[src/rtl/core/isru_pkg.sv]
// Shared types, codes and constants of the interrupt and special register unit.
package isru_pkg;

    localparam int IRQ_LINES     = 32;
    localparam int SCRATCH_COUNT = 7;
    localparam int LEVELS        = 3;

    localparam int LEVEL_W   = (LEVELS > 1) ? $clog2(LEVELS) : 1;
    localparam int SCRATCH_W = (SCRATCH_COUNT > 1) ? $clog2(SCRATCH_COUNT) : 1;
    localparam int PS_W      = 15;

    localparam int IN_TDATA_W  = 128;
    localparam int IN_TUSER_W  = 3;
    localparam int OUT_TDATA_W = 64;
    localparam int OUT_TUSER_W = 2;

    // Event codes
    typedef enum logic [2:0] {
        OP_RAISE    = 3'd0,
        OP_CLEAR    = 3'd1,
        OP_SR_READ  = 3'd2,
        OP_SR_WRITE = 3'd3,
        OP_RFI      = 3'd4,
        OP_LOOP     = 3'd5,
        OP_RETIRE   = 3'd6
    } isru_op_e;

    // Special register numbers
    localparam logic [7:0] SR_LBEG        = 8'd0;
    localparam logic [7:0] SR_LEND        = 8'd1;
    localparam logic [7:0] SR_LCOUNT      = 8'd2;
    localparam logic [7:0] SR_SAR         = 8'd3;
    localparam logic [7:0] SR_LITBASE     = 8'd5;
    localparam logic [7:0] SR_WINDOWBASE  = 8'd72;
    localparam logic [7:0] SR_WINDOWSTART = 8'd73;
    localparam logic [7:0] SR_EPC2        = 8'd178;
    localparam logic [7:0] SR_SCRATCH0    = 8'd209;
    localparam logic [7:0] SR_INTERRUPT   = 8'd226;
    localparam logic [7:0] SR_INTCLEAR    = 8'd227;
    localparam logic [7:0] SR_INTENABLE   = 8'd228;
    localparam logic [7:0] SR_PS          = 8'd230;

    // Interrupt vectors by level
    localparam logic [31:0] VEC_LEVEL1 = 32'h008E_0720;
    localparam logic [31:0] VEC_LEVEL2 = 32'h008E_0920;
    localparam logic [31:0] VEC_LEVEL3 = 32'h008E_0A20;
    localparam logic [4:0]  LAST_LEVEL2_LINE = 5'd14;

    // PS bit positions (compressed image keeps bits 11:0 in place)
    localparam int PS_EXC_BIT = 4;

    typedef struct packed {
        logic [2:0]  opcode;
        logic [31:0] current_pc;
        logic [4:0]  irq_id;
        logic [7:0]  sr_index;
        logic [31:0] write_value;
        logic signed [31:0] loop_count;
        logic [8:0]  loop_offset;
        logic        loop_run;
        logic [1:0]  rfi_level;
    } isru_item_t;

    typedef struct packed {
        logic [31:0] new_pc;
        logic        pc_redirect;
        logic [31:0] read_data;
        logic        wake;
    } isru_result_t;

    // 32-bit PS image from the 15 live bits
    function automatic logic [31:0] ps_expand(input logic [PS_W-1:0] ps);
        return {13'd0, ps[14:12], 4'd0, ps[11:0]};
    endfunction

    // 15 live bits from a 32-bit PS image
    function automatic logic [PS_W-1:0] ps_compress(input logic [31:0] v);
        return {v[18:16], v[11:0]};
    endfunction

endpackage

[src/rtl/core/isru_core.sv]
// Architectural state and single-step update of the interrupt and special register unit.
module isru_core (
    input  logic                  clk,
    input  logic                  rst_n,
    input  logic                  step_en,
    input  isru_pkg::isru_item_t  item,
    output isru_pkg::isru_result_t result
);
    import isru_pkg::*;

    logic [PS_W-1:0]      status_reg, status_next;
    logic [31:0]          saved_pc_reg [LEVELS];
    logic [31:0]          saved_pc_next [LEVELS];
    logic [PS_W-1:0]      saved_status_reg [LEVELS];
    logic [PS_W-1:0]      saved_status_next [LEVELS];
    logic [31:0]          scratch_reg [SCRATCH_COUNT];
    logic [31:0]          scratch_next [SCRATCH_COUNT];
    logic [31:0]          loop_begin_reg, loop_begin_next;
    logic [31:0]          loop_end_reg, loop_end_next;
    logic [31:0]          loop_remaining_reg, loop_remaining_next;
    logic [4:0]           shift_amount_reg, shift_amount_next;
    logic [31:0]          literal_base_reg, literal_base_next;
    logic [7:0]           window_base_reg, window_base_next;
    logic [31:0]          window_start_reg, window_start_next;
    logic [IRQ_LINES-1:0] pending_reg, pending_next;
    logic [IRQ_LINES-1:0] enabled_reg, enabled_next;

    logic                 line_ok;
    logic [IRQ_LINES-1:0] line_bit;
    logic [1:0]           raise_level;
    logic [31:0]          raise_vec;
    logic [LEVEL_W-1:0]   raise_idx;
    logic                 rfi_ok;
    logic [LEVEL_W-1:0]   rfi_idx;
    logic [7:0]           scratch_off;
    logic                 scratch_hit;
    logic [SCRATCH_W-1:0] scratch_idx;
    logic [31:0]          sr_rdata;
    logic [31:0]          new_loop_end;

    assign line_ok  = 32'(item.irq_id) < 32'(IRQ_LINES);
    assign line_bit = IRQ_LINES'(1) << item.irq_id;

    always_comb
    begin
        if (item.irq_id == 5'd0)
        begin
            raise_level = 2'd1;
            raise_vec   = VEC_LEVEL1;
        end
        else if (item.irq_id <= LAST_LEVEL2_LINE)
        begin
            raise_level = 2'd2;
            raise_vec   = VEC_LEVEL2;
        end
        else
        begin
            raise_level = 2'd3;
            raise_vec   = VEC_LEVEL3;
        end
    end

    assign raise_idx    = LEVEL_W'(raise_level - 2'd1);
    assign rfi_ok       = (item.rfi_level != 2'd0) && (32'(item.rfi_level) <= 32'(LEVELS));
    assign rfi_idx      = LEVEL_W'(item.rfi_level - 2'd1);
    assign scratch_off  = item.sr_index - SR_SCRATCH0;
    assign scratch_hit  = (item.sr_index >= SR_SCRATCH0)
                       && (32'(scratch_off) < 32'(SCRATCH_COUNT));
    assign scratch_idx  = scratch_off[SCRATCH_W-1:0];
    assign new_loop_end = item.current_pc + 32'(item.loop_offset) + 32'd1;

    // Special register read mux
    always_comb
    begin
        unique case (item.sr_index)
            SR_LBEG:      sr_rdata = loop_begin_reg;
            SR_LEND:      sr_rdata = loop_end_reg;
            SR_LCOUNT:    sr_rdata = loop_remaining_reg;
            SR_SAR:       sr_rdata = 32'(shift_amount_reg);
            SR_EPC2:      sr_rdata = (LEVELS > 1) ? saved_pc_reg[LEVEL_W'(1)] : 32'd0;
            SR_INTERRUPT: sr_rdata = 32'(pending_reg);
            SR_INTENABLE: sr_rdata = 32'(enabled_reg);
            SR_PS:        sr_rdata = ps_expand(status_reg);
            default:      sr_rdata = scratch_hit ? scratch_reg[scratch_idx] : 32'd0;
        endcase
    end

    always_comb
    begin
        status_next         = status_reg;
        saved_pc_next       = saved_pc_reg;
        saved_status_next   = saved_status_reg;
        scratch_next        = scratch_reg;
        loop_begin_next     = loop_begin_reg;
        loop_end_next       = loop_end_reg;
        loop_remaining_next = loop_remaining_reg;
        shift_amount_next   = shift_amount_reg;
        literal_base_next   = literal_base_reg;
        window_base_next    = window_base_reg;
        window_start_next   = window_start_reg;
        pending_next        = pending_reg;
        enabled_next        = enabled_reg;
        result              = '0;

        unique case (item.opcode)
            OP_RAISE:
            begin
                if (line_ok)
                begin
                    pending_next = pending_reg | line_bit;
                    if (((enabled_reg & line_bit) != '0)
                        && (status_reg[3:0] < {2'b00, raise_level}))
                    begin
                        saved_pc_next[raise_idx]     = item.current_pc;
                        saved_status_next[raise_idx] = status_reg;
                        status_next[3:0]             = {2'b00, raise_level};
                        status_next[PS_EXC_BIT]      = 1'b1;
                        result.new_pc                = raise_vec;
                        result.pc_redirect           = 1'b1;
                        result.wake                  = 1'b1;
                    end
                end
            end
            OP_CLEAR:
            begin
                if (line_ok)
                begin
                    pending_next = pending_reg & ~line_bit;
                end
            end
            OP_SR_READ:
            begin
                result.read_data = sr_rdata;
            end
            OP_SR_WRITE:
            begin
                unique case (item.sr_index)
                    SR_LBEG:        loop_begin_next     = item.write_value;
                    SR_LEND:        loop_end_next       = item.write_value;
                    SR_LCOUNT:      loop_remaining_next = item.write_value;
                    SR_SAR:         shift_amount_next   = item.write_value[4:0];
                    SR_LITBASE:     literal_base_next   = item.write_value;
                    SR_WINDOWBASE:  window_base_next    = item.write_value[7:0];
                    SR_WINDOWSTART: window_start_next   = item.write_value;
                    SR_INTCLEAR:    pending_next = pending_reg & ~item.write_value[IRQ_LINES-1:0];
                    SR_INTENABLE:   enabled_next = item.write_value[IRQ_LINES-1:0];
                    SR_PS:          status_next  = ps_compress(item.write_value);
                    default:
                    begin
                        if (scratch_hit)
                        begin
                            scratch_next[scratch_idx] = item.write_value;
                        end
                    end
                endcase
            end
            OP_RFI:
            begin
                if (rfi_ok)
                begin
                    result.new_pc      = saved_pc_reg[rfi_idx];
                    result.pc_redirect = 1'b1;
                    status_next        = saved_status_reg[rfi_idx];
                end
            end
            OP_LOOP:
            begin
                loop_remaining_next = (!item.loop_count[31] && (item.loop_count != '0))
                                    ? 32'(item.loop_count) - 32'd1 : 32'd0;
                loop_begin_next     = item.current_pc;
                loop_end_next       = new_loop_end;
                if (!item.loop_run)
                begin
                    result.new_pc      = new_loop_end;
                    result.pc_redirect = 1'b1;
                end
            end
            OP_RETIRE:
            begin
                if ((loop_remaining_reg != 32'd0) && (item.current_pc == loop_end_reg)
                    && !status_reg[PS_EXC_BIT])
                begin
                    result.new_pc       = loop_begin_reg;
                    result.pc_redirect  = 1'b1;
                    loop_remaining_next = loop_remaining_reg - 32'd1;
                end
            end
            default:
            begin
            end
        endcase
    end

    always_ff @(posedge clk or negedge rst_n)
    begin
        if (!rst_n)
        begin
            status_reg         <= '0;
            saved_pc_reg       <= '{default: '0};
            saved_status_reg   <= '{default: '0};
            scratch_reg        <= '{default: '0};
            loop_begin_reg     <= '0;
            loop_end_reg       <= '0;
            loop_remaining_reg <= '0;
            shift_amount_reg   <= '0;
            literal_base_reg   <= '0;
            window_base_reg    <= '0;
            window_start_reg   <= '0;
            pending_reg        <= '0;
            enabled_reg        <= '0;
        end
        else if (step_en)
        begin
            status_reg         <= status_next;
            saved_pc_reg       <= saved_pc_next;
            saved_status_reg   <= saved_status_next;
            scratch_reg        <= scratch_next;
            loop_begin_reg     <= loop_begin_next;
            loop_end_reg       <= loop_end_next;
            loop_remaining_reg <= loop_remaining_next;
            shift_amount_reg   <= shift_amount_next;
            literal_base_reg   <= literal_base_next;
            window_base_reg    <= window_base_next;
            window_start_reg   <= window_start_next;
            pending_reg        <= pending_next;
            enabled_reg        <= enabled_next;
        end
    end

endmodule

[src/rtl/core/interrupt_and_special_register_unit.sv]
// Top level of the interrupt, special register and zero-overhead-loop unit.
//
// Usage:
//   s_axis carries one request per core event. tuser holds the opcode (raise,
//   clear, SR read, SR write, rfi, loop setup, retire); tdata holds the operands.
//   m_axis returns exactly one result per request, in order: tdata holds
//   new_pc and read_data, tuser holds pc_redirect and wake.
//
// Timing:
//   A request is held in the input register, where the step logic reads the
//   state and computes the result; the result register is loaded when the
//   held request advances. Throughput is one request per cycle while
//   m_axis_tready stays high: both registers advance together and the
//   state update is a single pass of compares and muxes.
//
// Reset: all special registers, saved pc/status, pending and enable masks
//   clear; both pipeline registers go empty and s_axis_tready rises.
// Stall: when m_axis_tready is low with a result held, the input register
//   holds its request and s_axis_tready drops once that register is full;
//   no state update happens until the result is taken.
module interrupt_and_special_register_unit
(
    input  logic                             clk,
    input  logic                             rst_n,
    input  logic                             s_axis_tvalid,
    output logic                             s_axis_tready,
    // current_pc[31:0], irq_id[36:32], sr_index[44:37], write_value[76:45],
    // loop_count[108:77], loop_offset[117:109], loop_run[118], rfi_level[120:119]
    input  logic [isru_pkg::IN_TDATA_W-1:0]  s_axis_tdata,
    // opcode[2:0]
    input  logic [isru_pkg::IN_TUSER_W-1:0]  s_axis_tuser,
    output logic                             m_axis_tvalid,
    input  logic                             m_axis_tready,
    // new_pc[31:0], read_data[63:32]
    output logic [isru_pkg::OUT_TDATA_W-1:0] m_axis_tdata,
    // pc_redirect[0], wake[1]
    output logic [isru_pkg::OUT_TUSER_W-1:0] m_axis_tuser
);
    import isru_pkg::*;

    isru_item_t   in_item;
    isru_item_t   item_reg;
    logic         in_valid_reg;
    logic         out_valid_reg;
    isru_result_t core_result;
    isru_result_t result_reg;
    logic         advance;

    // Unpack the request
    assign in_item.opcode      = s_axis_tuser[2:0];
    assign in_item.current_pc  = s_axis_tdata[31:0];
    assign in_item.irq_id      = s_axis_tdata[36:32];
    assign in_item.sr_index    = s_axis_tdata[44:37];
    assign in_item.write_value = s_axis_tdata[76:45];
    assign in_item.loop_count  = s_axis_tdata[108:77];
    assign in_item.loop_offset = s_axis_tdata[117:109];
    assign in_item.loop_run    = s_axis_tdata[118];
    assign in_item.rfi_level   = s_axis_tdata[120:119];

    // Step the held request when the result register is free or drains
    assign advance       = in_valid_reg && (!out_valid_reg || m_axis_tready);
    assign s_axis_tready = !in_valid_reg || advance;

    always_ff @(posedge clk or negedge rst_n)
    begin
        if (!rst_n)
        begin
            in_valid_reg  <= 1'b0;
            out_valid_reg <= 1'b0;
        end
        else
        begin
            if (s_axis_tready)
            begin
                in_valid_reg <= s_axis_tvalid;
            end
            if (advance)
            begin
                out_valid_reg <= 1'b1;
            end
            else if (m_axis_tready)
            begin
                out_valid_reg <= 1'b0;
            end
        end
    end

    // Payload registers, no reset
    always_ff @(posedge clk)
    begin
        if (s_axis_tready && s_axis_tvalid)
        begin
            item_reg <= in_item;
        end
        if (advance)
        begin
            result_reg <= core_result;
        end
    end

    isru_core u_core (
        .clk     (clk),
        .rst_n   (rst_n),
        .step_en (advance),
        .item    (item_reg),
        .result  (core_result)
    );

    assign m_axis_tvalid = out_valid_reg;
    assign m_axis_tdata  = {result_reg.read_data, result_reg.new_pc};
    assign m_axis_tuser  = {result_reg.wake, result_reg.pc_redirect};

    // A held request is not lost or altered while the result side stalls
    a_hold_request: assert property (@(posedge clk) disable iff (!rst_n)
        (in_valid_reg && !advance) |=> (in_valid_reg && $stable(item_reg)))
        else $error("input request dropped or changed during stall");

    // Only a special register read returns data
    a_read_only_on_read: assert property (@(posedge clk) disable iff (!rst_n)
        (advance && (item_reg.opcode != OP_SR_READ)) |-> (core_result.read_data == 32'd0))
        else $error("read_data nonzero for a non-read request");

    // A taken interrupt always redirects
    a_wake_redirects: assert property (@(posedge clk) disable iff (!rst_n)
        (advance && core_result.wake) |-> core_result.pc_redirect)
        else $error("wake without pc redirect");

    // The result register is never loaded while it holds a result that is not taken
    a_no_overwrite: assert property (@(posedge clk) disable iff (!rst_n)
        (out_valid_reg && !m_axis_tready) |-> !advance)
        else $error("pending result overwritten");

endmodule
[config.mk]
export PLATFORM = sky130hd
export DESIGN_NAME = interrupt_and_special_register_unit
export DESIGN_NICKNAME = d
export VERILOG_FILES = /design/src/rtl/core/isru_pkg.sv /design/src/rtl/core/isru_core.sv /design/src/rtl/core/interrupt_and_special_register_unit.sv
export SDC_FILE = /design/constraint.sdc
export NUM_CORES = 1
export LEC_CHECK = 0
export BUFFER_PORTS_ARGS = -buffer_cell sky130_fd_sc_hd__buf_2
export CAP_MARGIN = 5
export CORE_UTILIZATION = 64
export CTS_BUF_LIST = sky130_fd_sc_hd__clkbuf_4
export CTS_CLUSTER_DIAMETER = 50
export DETAILED_ROUTE_END_ITERATION = 8
export PLACE_DENSITY = 0.8
export RECOVER_POWER = 25
export SYNTH_ARGS = -nofsm -noshare
export SYNTH_HDL_FRONTEND = slang
export SYNTH_SLANG_ARGS = --single-unit
export TNS_END_PERCENT = 50
[constraint.sdc]
create_clock -name clk -period 4.7 [get_ports clk]
set_clock_uncertainty 0.05 [all_clocks]
set_input_delay 0.47 -clock clk [delete_from_list [all_inputs] [get_ports clk]]
set_output_delay 0.47 -clock clk [all_outputs]
set_load 0.01 [all_outputs]
After elaboration in Yosys (flattened, before gate mapping)

Cells that the tools add are included.
W data, S select, Z words.

Register bits after elaboration: 737
Bits of input ports: 135
Output and inout bits: 68
Word-level logic and storage cells: 175

Add/sub/neg operators: 7
$lt $le $gt $ge: 9
Eq/ne operators: 26
Shifts and indexed selects: 1
Muxes and demuxes: 47
Bitwise operators: 10
Reductions and logical operators: 39

Operators with widths:

| operator                | count |
|---|---|
| $mux W32                | 13 |
| $pmux W32 S8            | 1 |
| $bwmux W224             | 1 |
| $pmux W32 S3            | 2 |
| $mux W33                | 4 |
| $pmux W33 S4            | 1 |
| $pmux W32 S2            | 2 |
| $and A32 B32 Y32        | 3 |
| $bmux W32 S3            | 1 |
| $bwmux W96              | 1 |
| $demux W32 S3           | 1 |
| $reduce_bool A32 Y1     | 3 |
| $mux W15                | 5 |
| $bmux W32 S2            | 1 |
| $demux W32 S2           | 1 |
| $not A32 Y32            | 2 |
| $sub A32 B1 Y32 const B | 2 |
| $bwmux W45              | 1 |
| $eq A8 B8 Y1 const B    | 5 |
| $add A32 B1 Y32 const B | 1 |
| $add A32 B9 Y32         | 1 |
| $eq A32 B32 Y1          | 1 |
| $or A32 B32 Y32         | 1 |
| $shl A1 B5 Y32 const A  | 1 |
| other kinds (43)        | 84 |

Longest topological paths before layout

Depth after elaboration: 10
Depth in mapped cells: 13
Depth with buffers taken out: 11

Cells and area by module

From an unflattened synthesis, not the netlist that was laid out.

Cell total of the unflattened synthesis: 3325
Area, all modules: 37013.0 µm²

Modules (own cells, without submodules):

| module                              | times used | cells an instance | area each (µm²) | seq. area each (µm²) |
|---|---|---|---|---|
| isru_core                           | 1          | 3127              | 31203.7         | 13638.1 |
| interrupt_and_special_register_unit | 1          | 198               | 5809.3          | 5755.5 |

Worst setup path after synthesis

No wires, ideal clock.

Kind: input to register
Start point: input m_axis_tready
End point: register item_reg[0] in the netlist's numbering, enable pin
Library setup time: 0.498 ns
Arrival: 3.542 ns
Required time: 4.152 ns
Slack: 0.610 ns
Cell stages on the path: 2
Path buffers: 0
Cells stage by stage: nand3b_1 -> and2_1

Cells in the longest elaborated chain, start to end: 4

RTL lines:

| what                 | line                                      | text |
|---|---|---|
| from (decl)          | interrupt_and_special_register_unit.sv:33 | `input logic m_axis_tready,` |
| $logic_or A1 B1 Y1   | interrupt_and_special_register_unit.sv:61 | `assign advance = in_valid_reg && (!out_valid_reg \|\| m_axis_tready);` |
| $logic_and A1 B1 Y1  | interrupt_and_special_register_unit.sv:61 |  |
| $logic_or A1 B1 Y1   | interrupt_and_special_register_unit.sv:62 | `assign s_axis_tready = !in_valid_reg \|\| advance;` |
| $logic_and A1 B1 Y1  | interrupt_and_special_register_unit.sv:91 | `if (s_axis_tready && s_axis_tvalid)` |
| to (signal assigned) | interrupt_and_special_register_unit.sv:93 | `item_reg <= in_item;` |
| to (decl)            | interrupt_and_special_register_unit.sv:42 | `isru_item_t item_reg;` |

No other way between the ends.
A chain may end at the register's enable or synchronous reset.

Worst setup path after layout

Start point: register item_reg[89] in the netlist's numbering
End point: register result_reg, in the netlist m_axis_tdata[26], data pin

Cells in the longest elaborated chain, start to end: 5
Elaborated cells on any way between the ends: 8
Those cells by class: add/sub (2); eq/ne (1); mux (3); reduce/logical (2)

RTL lines:

| what                                                                    | line                                      | text |
|---|---|---|
| parallel branches: the longest is 4 deep, another holds $add A32 B9 Y32 | --                                        |  |
| $pmux W33 S4 *                                                          | isru_core.sv:105                          | `unique case (item.opcode)` |
| to (signal assigned)                                                    | interrupt_and_special_register_unit.sv:97 | `result_reg <= core_result;` |
| to (decl)                                                               | interrupt_and_special_register_unit.sv:46 | `isru_result_t result_reg;` |

Mark *: on every way between the ends.

==> flow_summary.ini <==
[run_status]
status = complete, but fails checks
violations = max-capacitance violations, max-slew violations

[floorplanning]
die_w_um = 238
initial_core_util_pct = 64.7
row_count = 86
die_h_um = 238
ios = 203
core_area_um2 = 55000
dieArea_um2 = 56600

[sta]
period_needed_ps = 3920
rsz0062_at_grt = false
slew_viol_final = 343
tightestPinTransition_ps = 2660
finalWorstSetupSlack_ps = 781
finalHoldViolations = 0
timing.final.crit_share_pct = 83.4
setup_viol = 0
fmax_mhz = 255
tns_ps = 0
relSlewSlack_pct = -77.1

[logic_synthesis]
synth_ff_type = dfrtp_1
synth_common_cells = 547 x dfrtp_1, 385 x mux2_2, 250 x nand2_1, 221 x nor2_1, 210 x a21oi_1
synth.distinct_cells = 89
seq_area_frac_synth_pct = 54.5
synth_top_area_cell = dfrtp_1
synth_edf_count = 190
syn_area_um2 = 35600
yosysWarnings = 0
post-synth-top-count-cell = dfrtp_1
synth_top_area_share_pct = 38.5
synth_area_leaders = dfrtp_1 38%, edfxtp_1 16%, mux2_2 12%
async_flop_share_pct = 74.2
synth.avg_cell_area_um2 = 11.6
syn-num-nets = 3221
ys_ff_latch = 737
postSynthCellCount = 3065

[placed_design]
place_ws_ps = 944
port_buffers = 195
gp_congestion = 0.975
placed_cells = 3818
hpwlAfterDp_um = 77200

[cts]
numClockSinks = 737
cts-resized-gates = 0
cts_tree = built
cts_root_buf = clkbuf_4
numCtsBuffers = 188
ctsLongestPathBuffers = 3
htree_levels = 4
clk_latency_ps = 1080
path_clk_slew_ps = 70
cts_setup_buffers = 0
cts_hold_buf = 130

[critical_path]
crit_path_max_fanout = 6
cp-end-kind = flop
crit_path_end = m_axis_tdata[26]
r2r_start = item_reg[89]
reg2reg_to = m_axis_tdata[26]
startpoint_type = flop
cp_data_required_time_ps = 5440
setup.worst_path.class = flop to flop
worstSetupStartpoint = item_reg[89]
cp.arrival_ps = 4660
worst-r2r-setup-slack_ps = 780
rr_worst_depth = 11

[cells_and_area]
fillers = 3705
fin_cells = 4298
final_net_count = 3546
multi_input_area_um2 = 15100
largest_reg_flops = 224
area_growth_pct = 15.0
final_util_pct = 74.4
drive_gt1_share_pct = 28.3
seq_area_um2 = 19400

[job]
maxCapViolations = 4

[routing]
drt_iter0_drc = 3922
dr.pass1.iters = 9
wl_um = 119000
vias_per_cell = 6.72
routed-via-count = 28900
antenna_left = 0
post_drt_wl_per_cell_um = 27.6
drc = 0

[power]
pwr-share-clk_pct = 37.9
p_switching_mw = 4.54
p_int_mw = 10.8
fin_total_pwr_mw = 15.4
max-vdd-ir-drop_v = 0.000286
p_sw_share_pct = 29.5
power.density_nw_per_um2 = 375
comb_power_share_pct = 11.8
leakage_nw = 18.2
seqPwrFrac_pct = 50.3

[worst_hold_path]
hold_path_class = input port to flop

[global_routing]
track_usage_pct = 42.3
antenna_found_initial = 2
grt_pass1_vias = 28400
grt_max_degree = 126
grt_first_pass_wirelength_um = 177000
grt_remaining_overflow = 0
==> power groups by stage <==
stage | clock, mW | combinational [mW] | sequential, mW
floorplan | 0 | 1.13 | 7.50
global placement | 0 | 1.60 | 7.78
detailed placement | 0 | 1.66 | 7.80
CTS | 5.82 | 1.75 | 7.68
global route | 6.20 | 1.94 | 7.75
finish | 5.82 | 1.80 | 7.73
==> cell families (layout without fill, tap and decap cells) <==
group	after synthesis	in the layout	synth area share (%)
flip-flops	737	737	54.5
adder cells (fa/ha/maj)	21	21	0.759
multiplexers	504	504	16.3
other	0	8	0
XOR/XNOR	97	97	2.39
buffers and inverters	293	770	3.53
AND/OR/NAND/NOR	736	736	9.76
AO/OA/AOI/OAI	677	677	12.8
==> cell usage in the layout, fill, tap and decap left out, drive strengths merged, types with 54 or more instances in the layout <==
master and n:
a21oi 210, buf 242, clkbuf 307, dfrtp 547
dlygate4sd3 130, edfxtp 190, mux2 420, mux2i 66
nand2 250, nor2 222, o21ai 123, xnor2 54
==> per-layer routing <==
layer  track usage (%)  routed length, µm  share of wire, %
met1              56.2              45200                38
met4              24.9               7350               6.2
met5                 0                  0                 0
met2              64.5              54400                46
met3              9.16              11800                10
==> final cells by class <==
class / count / area share (%)
clock buffer: 280 / 5.14
multi-input combinational: 2035 / 36.8
antenna: 8 / 0.0489
clock inverter: 62 / 1.05
inverter: 29 / 0.269
sequential: 737 / 47.4
timing repair buffer: 399 / 7.00
tap: 748 / 2.29
==> metrics by stage <==
| stage | instance area, µm² | hold slack (ps) |
|---|---|---|
| finish | 40900 | 51.9 |
| global route | 40900 | 12.1 |
| CTS | 41000 | 5.50 |
| detailed placement | 37100 | 430 |
| global placement | 37100 | 418 |
| floorplan | 35600 | 124 |
==> worst max-delay path, cell delays in order, from the launching register on <==
cell      delay, ps
edfxtp_1        550
inv_1           110
ha_1            170
inv_1            60
fa_1            420
a211oi_1        340
o21ai_0         260
a311oi_1        890
or2_1           310
or3_1           160
a21oi_1          60
a211o_1         280
==> how the worst min path moves through the flow <==
stage | start | endpoint | slack [ps] | depth (start not counted)
after floorplan | rst_n | in_valid_reg | 120 | 0
after global placement | u_core.scratch_reg[212] | u_core.scratch_reg[212] | 420 | 1
after detailed placement | u_core.saved_status_reg[18] | u_core.saved_status_reg[18] | 430 | 1
after CTS | s_axis_tdata[76] | item_reg[75] | 6 | 2
after global routing | s_axis_tdata[65] | item_reg[64] | 10 | 2
final | s_axis_tdata[13] | item_reg[102] | 50 | 2
(Power assumes the default switching activity.)
